--- config.mk ---
export PLATFORM = sky130hd
export DESIGN_NAME = quoted_printable_decoder
export DESIGN_NICKNAME = d
export VERILOG_FILES = /design/src/rtl/core/qpd_pkg.sv /design/src/rtl/core/quoted_printable_decoder.sv /design/src/rtl/core/qpd_step.sv
export VERILOG_INCLUDE_DIRS = /design/src /design/src/rtl/core
export SDC_FILE = /design/constraint.sdc
export NUM_CORES = 1
export LEC_CHECK = 0
export ABC_AREA = 1
export BUFFER_PORTS_ARGS = -buffer_cell sky130_fd_sc_hd__buf_2
export CAP_MARGIN = 30
export CORE_UTILIZATION = 50
export DETAILED_ROUTE_END_ITERATION = 8
export PLACE_DENSITY_LB_ADDON = 0.2
export RECOVER_POWER = 25
export SYNTH_ARGS = -nofsm -noshare
export SYNTH_HDL_FRONTEND = slang
export SYNTH_SLANG_ARGS = --single-unit
export TNS_END_PERCENT = 30
--- constraint.sdc ---
create_clock -name clk -period 2.18 [get_ports clk]
set_input_delay 0 -clock clk [delete_from_list [all_inputs] [get_ports clk]]
set_output_delay 0 -clock clk [all_outputs]
set_load 0.02 [all_outputs]
--- src/rtl/core/quoted_printable_decoder_assert.svh ---
// Assertion macros for the quoted-printable decoder
`ifndef QUOTED_PRINTABLE_DECODER_ASSERT_SVH
`define QUOTED_PRINTABLE_DECODER_ASSERT_SVH

`ifndef SYNTHESIS
`define QPD_ASSERT(label, clk, rst_n, prop) \
	label: assert property (@(posedge clk) disable iff (!rst_n) prop) \
		else $error("qpd assertion failed");
`define QPD_NEVER(label, clk, rst_n, cond) \
	label: assert property (@(posedge clk) disable iff (!rst_n) !(cond)) \
		else $error("qpd forbidden condition seen");
`else
`define QPD_ASSERT(label, clk, rst_n, prop)
`define QPD_NEVER(label, clk, rst_n, cond)
`endif

`endif

--- src/rtl/core/qpd_pkg.sv ---
package qpd_pkg;

	localparam logic [7:0] CH_EQUALS     = 8'h3D;
	localparam logic [7:0] CH_UNDERSCORE = 8'h5F;
	localparam logic [7:0] CH_SPACE      = 8'h20;
	localparam logic [7:0] CH_CR         = 8'h0D;
	localparam logic [7:0] CH_LF         = 8'h0A;

	typedef enum logic [1:0] {
		PH_IDLE,
		PH_FIRST,
		PH_SECOND
	} phase_t;

	typedef struct packed {
		phase_t     phase;
		logic [3:0] nibble;
		logic       is_hex;
		logic       is_cr;
	} qpd_state_t;

	typedef struct packed {
		logic [7:0] out_byte;
		logic       has_byte;
		logic       bad_escape;
		logic       out_last;
	} qpd_result_t;

	typedef struct packed {
		logic       ok;
		logic [3:0] val;
	} hex_t;

	localparam qpd_state_t STATE_IDLE = '{phase: PH_IDLE, nibble: 4'd0,
		is_hex: 1'b0, is_cr: 1'b0};

	function automatic hex_t hex_decode(input logic [7:0] c);
		hex_t h;
		h.ok  = 1'b0;
		h.val = 4'd0;
		if (c >= 8'h30 && c <= 8'h39) begin
			h.ok  = 1'b1;
			h.val = c[3:0];
		end else if ((c >= 8'h41 && c <= 8'h46) || (c >= 8'h61 && c <= 8'h66)) begin
			h.ok  = 1'b1;
			h.val = c[3:0] + 4'd9;
		end
		return h;
	endfunction

endpackage

--- src/rtl/core/quoted_printable_decoder.sv ---
// Quoted-printable decoder, one encoded character per item.
// Input channel s_axis: tdata[7:0] is the character, tlast marks the last
// character of a text. Output channel m_axis: tdata[7:0] is the decoded
// byte, tuser[0] says a byte is present, tuser[1] flags a bad escape,
// tlast marks the result caused by the last input character.
// cfg_we/cfg_wdata write the underscore-to-space mode bit; write it only
// while the block is idle.
// Each character is decoded in the cycle it is accepted; its result is
// registered in the output or skid stage. One character is taken every
// cycle while s_axis_tready is high; an '=' and the character after it
// give no result until the escape completes, and a soft line break none.
// The output register is backed by a one-entry skid stage, so an input
// is still taken in the first cycle the receiver stalls; s_axis_tready
// drops only while the skid stage holds a result.
// Reset clears the escape state, the mode bit and both output stages.
`include "quoted_printable_decoder_assert.svh"

module quoted_printable_decoder (
	input  logic       clk,
	input  logic       arst_n,
	input  logic       cfg_we,
	input  logic       cfg_wdata,
	input  logic       s_axis_tvalid,
	output logic       s_axis_tready,
	input  logic [7:0] s_axis_tdata,   // [7:0] in_char
	input  logic       s_axis_tlast,
	output logic       m_axis_tvalid,
	input  logic       m_axis_tready,
	output logic [7:0] m_axis_tdata,   // [7:0] out_byte
	output logic [1:0] m_axis_tuser,   // [0] has_byte, [1] bad_escape
	output logic       m_axis_tlast
);
	import qpd_pkg::*;

	logic        mode_q;
	qpd_state_t  state_q;
	qpd_state_t  state_nxt;
	qpd_result_t res;
	logic        emit;
	qpd_result_t out_q;
	logic        out_valid_q;
	qpd_result_t skid_q;
	logic        skid_valid_q;
	logic        accept;
	logic        push;
	logic        pop;

	qpd_step u_step (
		.in_char             (s_axis_tdata),
		.in_last             (s_axis_tlast),
		.underscore_to_space (mode_q),
		.cur                 (state_q),
		.nxt                 (state_nxt),
		.res                 (res),
		.emit                (emit)
	);

	assign s_axis_tready = !skid_valid_q;
	assign accept        = s_axis_tvalid && s_axis_tready;
	assign push          = accept && emit;
	assign pop           = out_valid_q && m_axis_tready;

	always_ff @(posedge clk or negedge arst_n) begin
		if (!arst_n) begin
			mode_q <= 1'b0;
		end else if (cfg_we) begin
			mode_q <= cfg_wdata;
		end
	end

	always_ff @(posedge clk or negedge arst_n) begin
		if (!arst_n) begin
			state_q <= STATE_IDLE;
		end else if (accept) begin
			state_q <= state_nxt;
		end
	end

	always_ff @(posedge clk or negedge arst_n) begin
		if (!arst_n) begin
			out_valid_q  <= 1'b0;
			skid_valid_q <= 1'b0;
		end else if (skid_valid_q) begin
			if (pop) begin
				skid_valid_q <= 1'b0;
			end
		end else if (push) begin
			if (out_valid_q && !pop) begin
				skid_valid_q <= 1'b1;
			end else begin
				out_valid_q <= 1'b1;
			end
		end else if (pop) begin
			out_valid_q <= 1'b0;
		end
	end

	always_ff @(posedge clk) begin
		if (skid_valid_q) begin
			if (pop) begin
				out_q <= skid_q;
			end
		end else if (push) begin
			if (out_valid_q && !pop) begin
				skid_q <= res;
			end else begin
				out_q <= res;
			end
		end
	end

	assign m_axis_tvalid   = out_valid_q;
	assign m_axis_tdata    = out_q.out_byte;
	assign m_axis_tuser[0] = out_q.has_byte;
	assign m_axis_tuser[1] = out_q.bad_escape;
	assign m_axis_tlast    = out_q.out_last;

	`QPD_ASSERT(a_skid_implies_out, clk, arst_n, skid_valid_q |-> out_valid_q)
	`QPD_ASSERT(a_last_gives_result, clk, arst_n, (accept && s_axis_tlast) |=> out_valid_q)
	`QPD_ASSERT(a_last_clears_state, clk, arst_n, (accept && s_axis_tlast) |=> (state_q == STATE_IDLE))
	`QPD_ASSERT(a_skid_only_on_stall, clk, arst_n, $rose(skid_valid_q) |-> $past(out_valid_q && !m_axis_tready))
	`QPD_NEVER(a_no_gap_byte_flag, clk, arst_n, out_valid_q && out_q.has_byte && out_q.bad_escape)

endmodule

--- src/rtl/core/qpd_step.sv ---
module qpd_step (
	input  logic [7:0]          in_char,
	input  logic                in_last,
	input  logic                underscore_to_space,
	input  qpd_pkg::qpd_state_t cur,
	output qpd_pkg::qpd_state_t nxt,
	output qpd_pkg::qpd_result_t res,
	output logic                emit
);
	import qpd_pkg::*;

	hex_t h;

	assign h = hex_decode(in_char);

	always_comb begin
		nxt          = cur;
		res          = '0;
		res.out_last = in_last;
		emit         = 1'b0;
		unique case (cur.phase)
			PH_FIRST: begin
				nxt.phase  = PH_SECOND;
				nxt.is_hex = h.ok;
				nxt.nibble = h.val;
				nxt.is_cr  = (in_char == CH_CR);
				if (in_last) begin
					if (h.ok) begin
						res.has_byte = 1'b1;
						res.out_byte = {4'd0, h.val};
					end else begin
						res.bad_escape = 1'b1;
					end
				end
			end
			PH_SECOND: begin
				nxt.phase = PH_IDLE;
				if (cur.is_cr && in_char == CH_LF) begin
					emit = 1'b0;
				end else if (cur.is_hex) begin
					emit         = 1'b1;
					res.has_byte = 1'b1;
					res.out_byte = h.ok ? {cur.nibble, h.val} : {4'd0, cur.nibble};
				end else begin
					emit           = 1'b1;
					res.bad_escape = 1'b1;
				end
			end
			default: begin
				if (in_char == CH_EQUALS) begin
					nxt.phase      = PH_FIRST;
					res.bad_escape = in_last;
				end else if (in_char == CH_UNDERSCORE && underscore_to_space) begin
					emit         = 1'b1;
					res.has_byte = 1'b1;
					res.out_byte = CH_SPACE;
				end else begin
					emit         = 1'b1;
					res.has_byte = 1'b1;
					res.out_byte = in_char;
				end
			end
		endcase
		if (in_last) begin
			emit = 1'b1;
			nxt  = STATE_IDLE;
		end
	end

endmodule
==> impl.org, run 1 <==
** Run status
- The flow ran to the end, and the final reports show no timing, DRC or antenna violations.

** Critical path
- The most critical setup path has its endpoint at skid_q[7].
- Crit path launch :: state_q[6]
- Critical path depth in cells :: 7
- Crit path buffers/inverters :: 3
- Cells along the critical path :: inv_1 > ha_1 > inv_1 > nand3_2 > a31oi_1 > nand2_1 > inv_1
- Across all register-to-register paths, the minimum setup slack is 210 ps.
- The critical path is of the reg2reg type.
- The worst setup path is launched from a register.
- Launch instance of the worst register-to-register path :: state_q[6]
- Dominant delay contributor by cell family on the critical path :: buffers and inverters
- Most common cell type on the critical path :: inv_1
- At the worst endpoint, the required time is 2130 ps.
- In this run the critical register-to-register path is captured at skid_q[7].
- Depth of the worst register-to-register path :: 7
- Along the worst path, the maximum fanout reaches 11.
- Data on the critical path arrives at its endpoint at 1920 ps.
- On the worst path, the slowest cell contributes a delay of 380 ps.
- Critical-path cell with the highest stage delay :: dfrtp_1
- STA classifies the critical path endpoint as a register.

** Hold path
- The startpoint identified for the worst hold timing path is s_axis_tdata[3].
- The worst hold path belongs to the class in2reg.
- The worst hold path was traced through 3 stages.

** Final layout
- 0 antenna diodes ended up in the layout.
- Ratio of cells with drive above 1 in the final layout :: 19.5%
- The final layout contains 287 nets.
- Final std cells w/o fill :: 312
- Area delta synth->final :: 17.2%

** Timing
- Number of max-slew violations in the final report :: 0
- Final number of setup-violating endpoints :: 0
- After layout, the minimum clock period comes to 1970 ps.
- Once routing completed, OpenROAD measured the worst setup slack at 209 ps.
- Measured slew at the worst slew-check pin :: 589 ps
- Final Hold Fails :: 0
- Summed over all failing endpoints, the final setup total negative slack is 0 ps.
- Maximum clock skew at final layout :: 4.31 ps
- Timing would allow up to 0.507 GHz.
- RSZ-0062 raised after global routing :: no
- Max-slew headroom :: 60.8%
- Period utilisation layout :: 90.4%

** Clocking
- Master cell of the clock root buffer :: clkbuf_8
- Count of instances resized after the clock tree is built :: 0
- The clock passes through at most 2 buffers.
- H-tree depth :: 2
- The number of setup buffers added after CTS is 0.
- Clock-pin slew was measured on the worst setup and hold paths at 70 ps.
- The later pin in the worst-skew pair is clocked with a latency of 290 ps.
- TritonCTS clock tree :: done
- In this run, post-CTS hold repair placed 5 buffers.
- Num CTS Buffers :: 5
- Sink count of the clock tree :: 33

** Synth
- In this run the cell area of the synthesized design comes to 0.00189 sq mm.
- Post-synth EDFFs :: 22
- For this run, the number of Yosys warnings is 0.
- Total nets after synthesis :: 248
- Primary FF master, synth :: edfxtp_1
- After synthesis, flip-flops and latches occupy 49.6% of the total area.
- After synthesis, the cell types taking the most area are edfxtp_1 35%, nand2_1 16%, dfrtp_1 15%, nand3_1 5.8%, inv_1 4.8%.
- Per-instance average area after synthesis :: 8.35 sq um
- Summed over all instances, the cell type with the most area after synthesis is edfxtp_1.
- Commonest cells in the synthesized netlist :: 78 x nand2_1, 24 x inv_1, 22 x edfxtp_1, 22 x nand3_1
- Of the post-synthesis cell area, the dominant cell type holds 35.0%.
- Post-synthesis register bit count :: 33
- Post-synthesis cell type count :: 30
- Most frequently used cell type in the post-synthesis netlist :: nand2_1
- Proportion of register bits with asynchronous set or reset after synthesis :: 33.3%
- Synthesis produced a netlist whose cell count is 226.

** GRT
- Largest net degree at the start of global routing :: 16
- The first global-routing pass estimated 6.49 mm of wire.
- Global-route usage over all layers :: 21.2%
- Overflow after GRT :: 0
- Number of global-route vias before repair :: 1529
- Antenna violations before repair :: 0

** Detailed routing
- Vias after detailed routing :: 1543
- For this block, the routed nets add up to 3.73 mm of wire.
- Detailed Routing Iterations Pass 1 :: 4
- The detailed router finished its first iteration with 71 violations.
- Total DRC errors in the routed layout :: 0
- Number of vias per cell after detailed routing :: 4.95
- Antenna Violating Nets Remaining :: 0
- In the final routed layout, each cell accounts on average for 11.9 um.

** Power and ir drop
- Maximum resistive drop on vdd :: 0.000475 V
- In this run the static leakage power is 1.05 nW.
- Power Total :: 2.44 mW
- PwrDens :: 1100 mW/mm^2

** Placement
- At the end of routability-driven placement, the weighted congestion stood at 0.874.
- Buffers placed on the I/O ports in this run total 27.
- Number of cells in the design after placement :: 299
- Worst setup timing slack at the placement stage :: 238 ps
- The HPWL after detailed placement is 2.87 mm.

** Floorplan
- Placeable core region :: 0.00347 sq mm
- Site row count :: 21
- For this design the top-level I/O count stands at 28.
- Vertical die dimension :: 63.5 um
- The die covers 0.00403 sq mm.
- The floorplan step set the die width to 63.5 um.
- For this configuration, the core starts out at a cell density of 54.4%.

** Run
- Max-capacitance violation count :: 0
==> tightest hold or removal path: stages <==
cell     delay, ps
buf_2          140
nand2_1         60
nand2_1         80
==> routing by layer <==
layer  vias to the layer above  global-route usage, %  routed length [um]
met5                         -                      0                   0
met4                         0                   10.2                  82
met3                         9                   3.99                 137
met2                        40                   36.4                1850
met1                       680                   25.2                1660
li1                        814                      -                   -
==> cell type report <==
type | count | area (sq um)
inverter | 32 | 120
multi-input combinational | 159 | 823
tap | 46 | 57.6
fill | 330 | 1260
clock inverter | 3 | 17.5
sequential | 33 | 936
clock buffer | 5 | 68.8
timing repair buffer | 34 | 189
==> cells by family after synthesis <==
logic type / synth area share, %
AND/OR/NAND/NOR: 30.7
buffers and inverters: 6.83
flip-flops: 49.6
AO/OA/AOI/OAI: 7.16
adder cells (fa/ha/maj): 4.64
XOR/XNOR: 0.464
multiplexers: 0.596
==> cell usage in the layout (no fill, tap or decap), drive strengths merged, types with 2 or more instances in the layout <==
cell,count
o21ai,16
inv,32
buf,20
clkbuf,14
dfrtp,11
nor2,15
dlygate4sd3,5
edfxtp,22
ha,7
a31oi,2
clkinv,2
nor3,2
nand2,85
nand3,24
==> how the worst min path moves through the flow <==
stage,to
floorplan,m_axis_tvalid
finish,skid_q[6]
global route,skid_q[4]
detailed placement,state_q[7]
global placement,state_q[7]
CTS,state_q[6]
==> sequential cells by signal, indices dropped and copies added, names as in the netlist <==
register / flops
state_q: 8
m_axis_tvalid: 1
mode_q: 1
m_axis_tdata: 8
m_axis_tuser: 2
m_axis_tlast: 1
skid_valid_q: 1
skid_q: 11
==> power breakdown <==
| part | internal (mW) | total, mW | switching (mW) |
|---|---|---|---|
| registers | 0.943 | 1.00 | 0.0580 |
| logic | 0.292 | 0.981 | 0.689 |
| clock network | 0.220 | 0.455 | 0.235 |
| total | 1.45 | 2.44 | 0.982 |
==> per-stage QoR <==
| stage | hold WS, ps | util, % | instance area [sq um] |
|---|---|---|---|
| 6_report | 111 | 63.8 | 2210 |
| 5_1_grt | 129 | 63.8 | 2210 |
| 4_1_cts | 102 | 64.1 | 2220 |
| 3_5_place_dp | -119 | 60.2 | 2090 |
| 3_3_place_gp | -118 | 60.2 | 2090 |
| 2_1_floorplan | -296 | - | 1890 |
(Power assumes the default switching activity.)
==> run 2: changes to the inputs <==
--- a/config.mk
+++ b/config.mk
@@ -13,6 +13,7 @@
 export DETAILED_ROUTE_END_ITERATION = 8
 export PLACE_DENSITY_LB_ADDON = 0.2
 export RECOVER_POWER = 25
+export SETUP_SLACK_MARGIN = 0.5
 export SYNTH_ARGS = -nofsm -noshare
 export SYNTH_HDL_FRONTEND = slang
 export SYNTH_SLANG_ARGS = --single-unit
==> run 2 against run 1 <==
Effect of this change: hold slack lost 5.8 ps; final cell count rose by 0.32%; clock skew decreased by 1.2 ps; sequential power is essentially flat; total power is 13% higher; non-clock buffer count is 1 higher; clock-buffer cell count is 1 higher; first-iteration DRC count shrank 15%; routed wire length increased by 8.3%; combinational power is 19% higher; largest power group is now combinational logic.
==> impl.org, run 2 (synthesized netlist as in run 1, its figures left out) <==
** Timing
- Across the routed clock network, the largest skew measured is 3.10 ps.
- Setup repair after global routing could not meet its margin everywhere.
- Measured slew at the worst slew-check pin :: 604 ps
- Final Hold Fails :: 0
- The smallest clock period supported by the final layout is computed as 1690 ps.
- Timing would allow up to 0.591 GHz.
- Headroom to the max-slew limit came out at 59.7%.
- The final-report max-slew violation count was 0.
- Of the available clock period, the critical path in the final layout requires 77.6%.
- Accumulated negative setup slack :: 0 ps
- Setup violations remaining at the end of the flow were counted as 0.

** Power and ir drop
- Maximum resistive drop on vdd :: 0.000590 V
- Part of the power in the clock network :: 20.6%
- Combinational cell fraction of total power :: 42.7%
- Net switching is 38.6% of the power.
- LEAKAGE :: 1.07 nW
- Share of total power in sequential cells :: 36.7%
- The analysis attributes to net switching a power of 1.06 mW.
- Internal power comes to 1.69 mW.
- For this design the ratio of total power to cell area is 1190 mW/mm^2.

** Detailed routing
- The first detailed-routing pass ran for 4 iterations.
- First DRT Iteration DRCs :: 60
- For this run, design rule violations remaining after detail routing come to 0.
- For this block, the via count after detailed routing is 1571.
- WL per Instance :: 12.9 um
- Wires add up to 4.03 mm.
- Once detail routing completed, the nets flagged for antenna violations numbered 0.
- Using the TritonRoute via totals, the vias-per-cell ratio works out to 5.02.

** Critical path
- The critical path is of the reg2reg type.
- Arrival time of data at the critical path endpoint :: 1700 ps
- Tracing the worst setup path back leads to its startpoint at state_q[6].
- Data required time at the worst endpoint :: 2190 ps
- Setup slack on the worst reg-to-reg path comes out at 490 ps.
- Critical path's largest stage delay :: 390 ps
- In this run the worst setup path terminates at m_axis_tdata[0].
- Launch instance of the worst register-to-register path :: state_q[6]
- Endpoint of the most critical register-to-register path :: m_axis_tdata[0]
- Along the worst path, the maximum fanout reaches 9.
- Broken down by cell family, the worst path's largest delay share belongs to flip-flops.
- STA classifies the critical path startpoint as a register.
- Nature of the critical path endpoint :: register
- Crit path buffers/inverters :: 3
- Depth of the worst register-to-register path :: 8
- The signal on the critical path passes through inv_2 > ha_4 > inv_4 > nand3_4 > a31oi_4 > a21oi_2 > nor2_4 > buf_12.
- Critical-path cell with the highest stage delay :: dfrtp_1
- In this run the number of cells on the critical path is 8.

** Floorplan
- Pin placement for this block handled 28 I/O pins.
- DIE WIDTH :: 63.5 um
- The total area inside the core boundary comes to 0.00347 sq mm.
- Vertical die dimension :: 63.5 um
- Effective utilization at floorplan :: 54.4%
- The floorplan has 21 rows.
- The floorplan step defined a die boundary enclosing 0.00403 sq mm.

** Final layout
- Storage cell area :: 936 sq um
- In the final layout, the multi-input gates occupy 882 sq um.
- More flip-flops sit in one register than any other, and that register is skid_q.
- Leaving out fill and tap cells, the most frequent cell in the layout is nand2_1.
- The number of antenna diodes in the final layout is 0.
- Compared with the post-synthesis result, the final layout area differs by 22.7%.
- Ratio of cells with drive above 1 in the final layout :: 23.6%
- Fill cell count :: 305
- Max reg flops :: 11
- Highest-count cells in the layout ignoring fill and taps :: 77 x nand2_1, 22 x nand3_1, 22 x edfxtp_1, 20 x inv_1, 18 x buf_2
- Final Instance Area :: 0.00232 sq mm
- In the final design database the tool counted 288 nets.

** Run
- Max-cap violations in this run came to 0.

** GRT
- Entering global routing, the biggest net connects 16 pins.
- Wire length of the first global-routing pass :: 6.76 mm
- The initial antenna violation count was 0.
- Global routing used 22.4% of the available tracks across all layers.
- Number of global-route vias before repair :: 1499
- Overflow after GRT :: 0

** Run status
- Run status :: complete, no violations

** Placement
- Sum of net half-perimeters after detailed placement :: 3.00 mm
- The count of buffers added on input and output ports is 27.
- Summing all placed instances gives a cell area of 0.00211 sq mm.
- Weighted congestion reported at the end of routability-driven placement :: 0.875

** Clocking
- Clock insertion delay at the later pin of the skew report :: 290 ps
- Master cell of the clock root buffer :: clkbuf_8
- The clock drives 33 sinks.
- H-tree depth :: 2
- Clock-pin slew was measured on the worst setup and hold paths at 70 ps.
- TritonCTS built the clock tree.
- Buffers inserted during clock tree synthesis total 5.
- Bufs on Longest Clock Path :: 2

** Hold path
- Type of the worst min-delay path :: in2reg
==> run 2: cell types whose count changed in the layout (fill, tap and decap cells not counted), sizes merged <==
| cell | change |
|---|---|
| dlygate4sd3 | -1 |
| buf | +2 |
| inv | -1 |
| clkinvlp | -1 |
| bufinv | +1 |
| clkbuf | +1 |
==> run 2: routing by layer <==
| layer | routed length [um] | up-vias | global-route usage [%] |
|---|---|---|---|
| li1 | - | 810 | - |
| met1 | 1790 | 714 | 27.4 |
| met2 | 2030 | 39 | 36.7 |
| met3 | 127 | 8 | 6.16 |
| met4 | 85 | 0 | 9.94 |
| met5 | 0 | - | 0 |
==> run 2: layout make-up <==
type,count,share of cell area (%)
flip-flops and latches,33,40.4
multi-input cells,159,38.1
repair buffers,35,8.91
inverters,32,5.51
clock buffers,6,3.13
well taps,46,2.49
clock inverters,2,1.46
==> run 2: worst min path at each step <==
stage / to / cells past startpoint / slack [ps] / start
global placement: state_q[6] / 1 / -120 / arst_n
finish: skid_q[0] / 1 / 110 / s_axis_tlast
floorplan: m_axis_tvalid / 0 / -300 / arst_n
CTS: skid_q[0] / 1 / 4 / s_axis_tlast
global route: skid_q[0] / 1 / 100 / s_axis_tlast
detailed placement: state_q[7] / 1 / -110 / arst_n
==> run 2: per-stage QoR <==
step                      hold WS [ps]  total power, mW  setup slack (ps)  utilization, %  std cells
final                              106             2.75               489            66.8        313
after global routing               103             2.94               415            66.8        313
after CTS                         3.85             2.71               488            66.3        313
after detailed placement          -113             2.06               379            60.8        298
after global placement            -119             2.03               422            60.8        298
after floorplan                   -296             1.78               503               -        226
==> run 2: timing repair <==
item / CTS / global route
hold buffers: 4 / 0
pin swaps: 1 / 3
setup endpoints to repair: 24 / 31
gates resized for setup: 2 / 8
buffers inserted: 3 / 0
endpoints found under the hold margin: 14 / 0
==> run 2: power groups by stage <==
stage	registers (mW)	clock network, mW	logic [mW]
global placement	1.01	0	1.01
finish	1.01	0.567	1.17
global route	1.03	0.606	1.31
CTS	1.01	0.572	1.13
floorplan	1.17	0	0.614
detailed placement	1.02	0	1.04
==> run 2: worst reg2reg max path, cell delays in order (launching register included) <==
cell and delay, ps:
dfrtp_1 390, inv_2 80, ha_4 220, inv_4 80
nand3_4 90, a31oi_4 210, a21oi_2 70, nor2_4 150
buf_12 140
==> run 3: changes to the inputs <==
--- a/config.mk
+++ b/config.mk
@@ -6,7 +6,7 @@
 export SDC_FILE = /design/constraint.sdc
 export NUM_CORES = 1
 export LEC_CHECK = 0
-export ABC_AREA = 1
+export ABC_AREA = 0
 export BUFFER_PORTS_ARGS = -buffer_cell sky130_fd_sc_hd__buf_2
 export CAP_MARGIN = 30
 export CORE_UTILIZATION = 50
==> constraint.sdc (replaced) <==
create_clock -name clk -period 1.4 [get_ports clk]
set_input_delay 0 -clock clk [delete_from_list [all_inputs] [get_ports clk]]
set_output_delay 0 -clock clk [all_outputs]
set_load 0.02 [all_outputs]
==> run 3 against run 2 <==
Effect of this change: the flow now finishes with violations (negative setup slack); setup slack got worse by 1100 ps; non-clock buffer count increased by 48; via count increased by 15%; global-route usage increased by 8.0 points; clock power increased by 23%; clock skew increased by 7.9 ps; total power increased by 85%; synthesized cell count decreased by 26%; combinational power increased by 140%; clock-buffer cell count unchanged; final cell count decreased by 4.5%; register-to-register slack got worse by 1100 ps; largest cell class is now multi-input gates.
==> impl.org, run 3 <==
** Clocking
- Clock-pin slew on the worst setup and hold paths :: 70 ps
- Sink count of the clock tree :: 33
- TritonCTS created 5 clock buffers.
- TritonCTS built the clock tree.
- Bufs on Longest Clock Path :: 2
- Clock insertion delay at the later pin of the skew report :: 290 ps
- Master cell of the clock root buffer :: clkbuf_8
- H-tree depth :: 2

** Hold path
- Hold path depth :: 2
- Type of the worst min-delay path :: in2reg

** Synth
- Synthesis produced a netlist with a net count of 190.
- Counting distinct cell types in the post-synthesis netlist gives 49.
- Proportion of register bits with asynchronous set or reset after synthesis :: 33.3%
- Cells taking the most area after synthesis :: edfxtp_1 36%, dfrtp_1 15%, ha_1 4.8%, mux2_2 4.3%, nand2_1 3.7%
- Post-synthesis register bit count :: 33
- edfxtp_1 takes more of the synthesized area than any other cell.
- Synth top area share :: 35.9%
- For this run, the leading register cell type out of synthesis is edfxtp_1.
- Of the synthesized area, sequential elements account for 50.8%.
- The mapped netlist covers 0.00184 sq mm.
- Per-instance average area after synthesis :: 11.0 sq um
- The Yosys step of the flow raised 0 warnings.
- The most common cell in the synthesized netlist is edfxtp_1.
- In this run, synthesis inferred 22 flip-flops with an integrated enable.
- Commonest cells in the synthesized netlist :: 22 x edfxtp_1, 18 x nand2_1, 13 x inv_1, 12 x nor2_1, 11 x dfrtp_1
- Counting every instance in the synthesized netlist gives 168.

** GRT
- After global routing, the most crowded layer is met2.
- For this run, global-route usage on met2 was measured as 52.4%.
- The first global-routing pass estimated 9.06 mm of wire.
- The total overflow left after global routing is 0.
- For met3 alone, demand over resource in global routing was 6.57%.
- Largest net degree at the start of global routing :: 12
- Antenna violations before repair :: 0
- The via count of the first global-routing pass is 1907.
- For met1 alone, demand over resource in global routing was 35.3%.
- Global-route usage over all layers :: 30.4%

** Final layout
- Measured on the finished design, the core utilization comes to 80.1%.
- Final Instance Area :: 0.00276 sq mm
- skid_q holds more flip-flops than any other register.
- Fill cells in the final layout number 193.
- Area delta synth->final :: 49.8%
- Max reg flops :: 11
- Final nets :: 274
- Leaving out fill and tap cells, the most frequent cell in the layout is buf_4.
- Highest-count cells in the layout ignoring fill and taps :: 48 x buf_4, 24 x buf_2, 22 x edfxtp_1, 17 x nand2_1, 11 x dfrtp_1
- The post-route netlist has 51.4% of its cells at a drive strength greater than 1.
- Antenna cell count :: 0

** Power and ir drop
- In this run the power density over the cells is 1850 mW/mm^2.
- LEAKAGE :: 1.17 nW
- Summing internal, switching and leakage power gives 5.09 mW.
- VDD sags by at most 0.000777 V.

** Critical path
- Arrival time of data at the critical path endpoint :: 1970 ps
- Dominant delay contributor by cell family on the critical path :: compound AO/OA/AOI/OAI gates
- Depth of the worst register-to-register path :: 6
- Crit path buffers/inverters :: 2
- The worst setup path is of the reg2reg kind.
- CP Launch Type :: register
- Among all stages on the critical path, the largest delay is contributed by dfrtp_1.
- Critical path's largest stage delay :: 430 ps
- Maximum fanout count along the critical path :: 11
- For the worst setup path, the data required time is 1400 ps.
- Nature of the critical path endpoint :: register
- Walking the worst path, the cells encountered are ha_4 > inv_4 > o211ai_1 > a311o_2 > nor3_4 > buf_12.
- Critical path depth in cells :: 6

** Timing
- Accumulated negative setup slack :: -20070 ps
- Derived from the worst setup path, the maximum achievable clock frequency is 0.509 GHz.
- On the final layout, the worst clock skew is 11.0 ps.
- Fin worst setup slack :: -565 ps
- Time the final worst path needs with I/O delays and setup :: 1960 ps
- The final number of hold-violating endpoints came to 0.
- Across all hold checks on the routed design, the worst slack comes to 11.9 ps.
- Number of max-slew violations in the final report :: 0
- Measured slew at the worst slew-check pin :: 760 ps
- In this run the tightest slew margin relative to its limit is 49.3%.
- RSZ-0062 raised after global routing :: yes
- Final number of setup-violating endpoints :: 52
- Period utilisation layout :: 140%

** Run status
- Violated checks :: negative setup slack
- The flow ran to the end, but the final reports show violations.

** Floorplan
- After floorplanning, the core was divided into 21 placement rows.
- 28 I/O pins were placed.
- Vertical die dimension :: 62.7 um
- Die Area :: 0.00393 sq mm
- Effective utilization at floorplan :: 53.5%
- The floorplan step set the die width to 62.7 um.
- Placeable core region :: 0.00344 sq mm

** Placement
- Weighted congestion reported at the end of routability-driven placement :: 0.927
- The count of buffers added on input and output ports is 27.
- In this run the cell area measured after placement is 0.00246 sq mm.
- After legalization and detailed placement, the total HPWL measured 3.72 mm.

** Run
- Max-capacitance violation count :: 0

** Detailed routing
- Dividing the detail-routed via count by the number of cells gives 6.02.
- Vias after detailed routing :: 1800
- Antenna Violating Nets Remaining :: 0
- After detailed routing, the number of remaining DRC violations is 0.
- After detailed routing, the total wire length is 5.59 mm.
- Detailed Routing Iterations Pass 1 :: 6
- After detailed routing, the average wire length per cell comes to 18.7 um.
- After the first detailed-routing iteration, the DRC count stood at 123.
-- run 3: changes by cell type after synthesis, moves of 5 or more --
| cell | change |
|---|---|
| nand2_1 | -60 |
| nand3_1 | -19 |
| inv_1 | -11 |
| inv_2 | -8 |
| mux2_2 | +6 |
| a22o_1 | +5 |
| nand2_2 | -5 |
-- run 3: metrics by stage --
step / setup slack (ps) / instances
3_5_place_dp: -562 / 285
4_1_cts: -520 / 299
5_1_grt: -589 / 299
2_1_floorplan: -639 / 168
6_report: -565 / 299
3_3_place_gp: -512 / 285
-- run 3: timing repair --
| item | 4_1_cts | 5_1_grt |
|---|---|---|
| gates resized for setup | 28 | 9 |
| pin swaps | 9 | 6 |
| setup endpoints to repair | 54 | 55 |
| buffers inserted | 2 | 0 |
| hold endpoints to repair | 13 | 0 |
| gates cloned | 0 | 0 |
| hold buffers | 4 | 0 |
-- run 3: worst paths after layout --
kind,startpoint,end,slack (ps)
worst max-delay path,state_q[7],skid_q[10],-560
worst min-delay path,m_axis_tready,skid_valid_q,10
worst max register to register,state_q[7],skid_q[10],-560
worst min register to register,state_q[0],state_q[0],530
max in group asynchronous,arst_n,skid_valid_q,620
min in group asynchronous,arst_n,m_axis_tvalid,290
-- run 3: worst reg2reg max path, stage by stage (launching register included) --
cell	delay, ps
dfrtp_1	430
ha_4	290
inv_4	50
o211ai_1	150
a311o_2	420
nor3_4	180
buf_12	160
-- run 3: per-layer routing --
| layer | vias up | wire [um] |
|---|---|---|
| met5 | - | 0 |
| met4 | 0 | 209 |
| met3 | 33 | 317 |
| li1 | 814 | - |
| met1 | 868 | 2250 |
| met2 | 85 | 2820 |
-- run 3: final cells by class --
| cell class | count | area (sq um) | area share [%] |
|---|---|---|---|
| clock inverter | 2 | 10.0 | 0.363 |
| multi-input combinational | 116 | 1010 | 36.6 |
| timing repair buffer | 83 | 618 | 22.4 |
| sequential | 33 | 936 | 33.9 |
| clock buffer | 6 | 72.6 | 2.63 |
| tap | 46 | 57.6 | 2.09 |
| inverter | 13 | 53.8 | 1.95 |
-- run 3: cells by family (layout without fill, tap and decap cells) --
kind of cell    Yosys count  after routing  synth area share, %
compound gates           53             53                 21.9
xor+xnor                  1              1                0.476
fa+ha+maj                 7              7                 4.76
buf+inv                  19            104                 4.21
flops                    33             33                 50.8
mux                       7              7                 4.28
simple gates             48             48                 13.5
-- run 3: power by group --
part	switching [mW]	leakage, nW	internal [mW]
Combinational	1.50	0.768	1.32
Sequential	0.114	0.352	1.46
Clock	0.355	0.0450	0.344
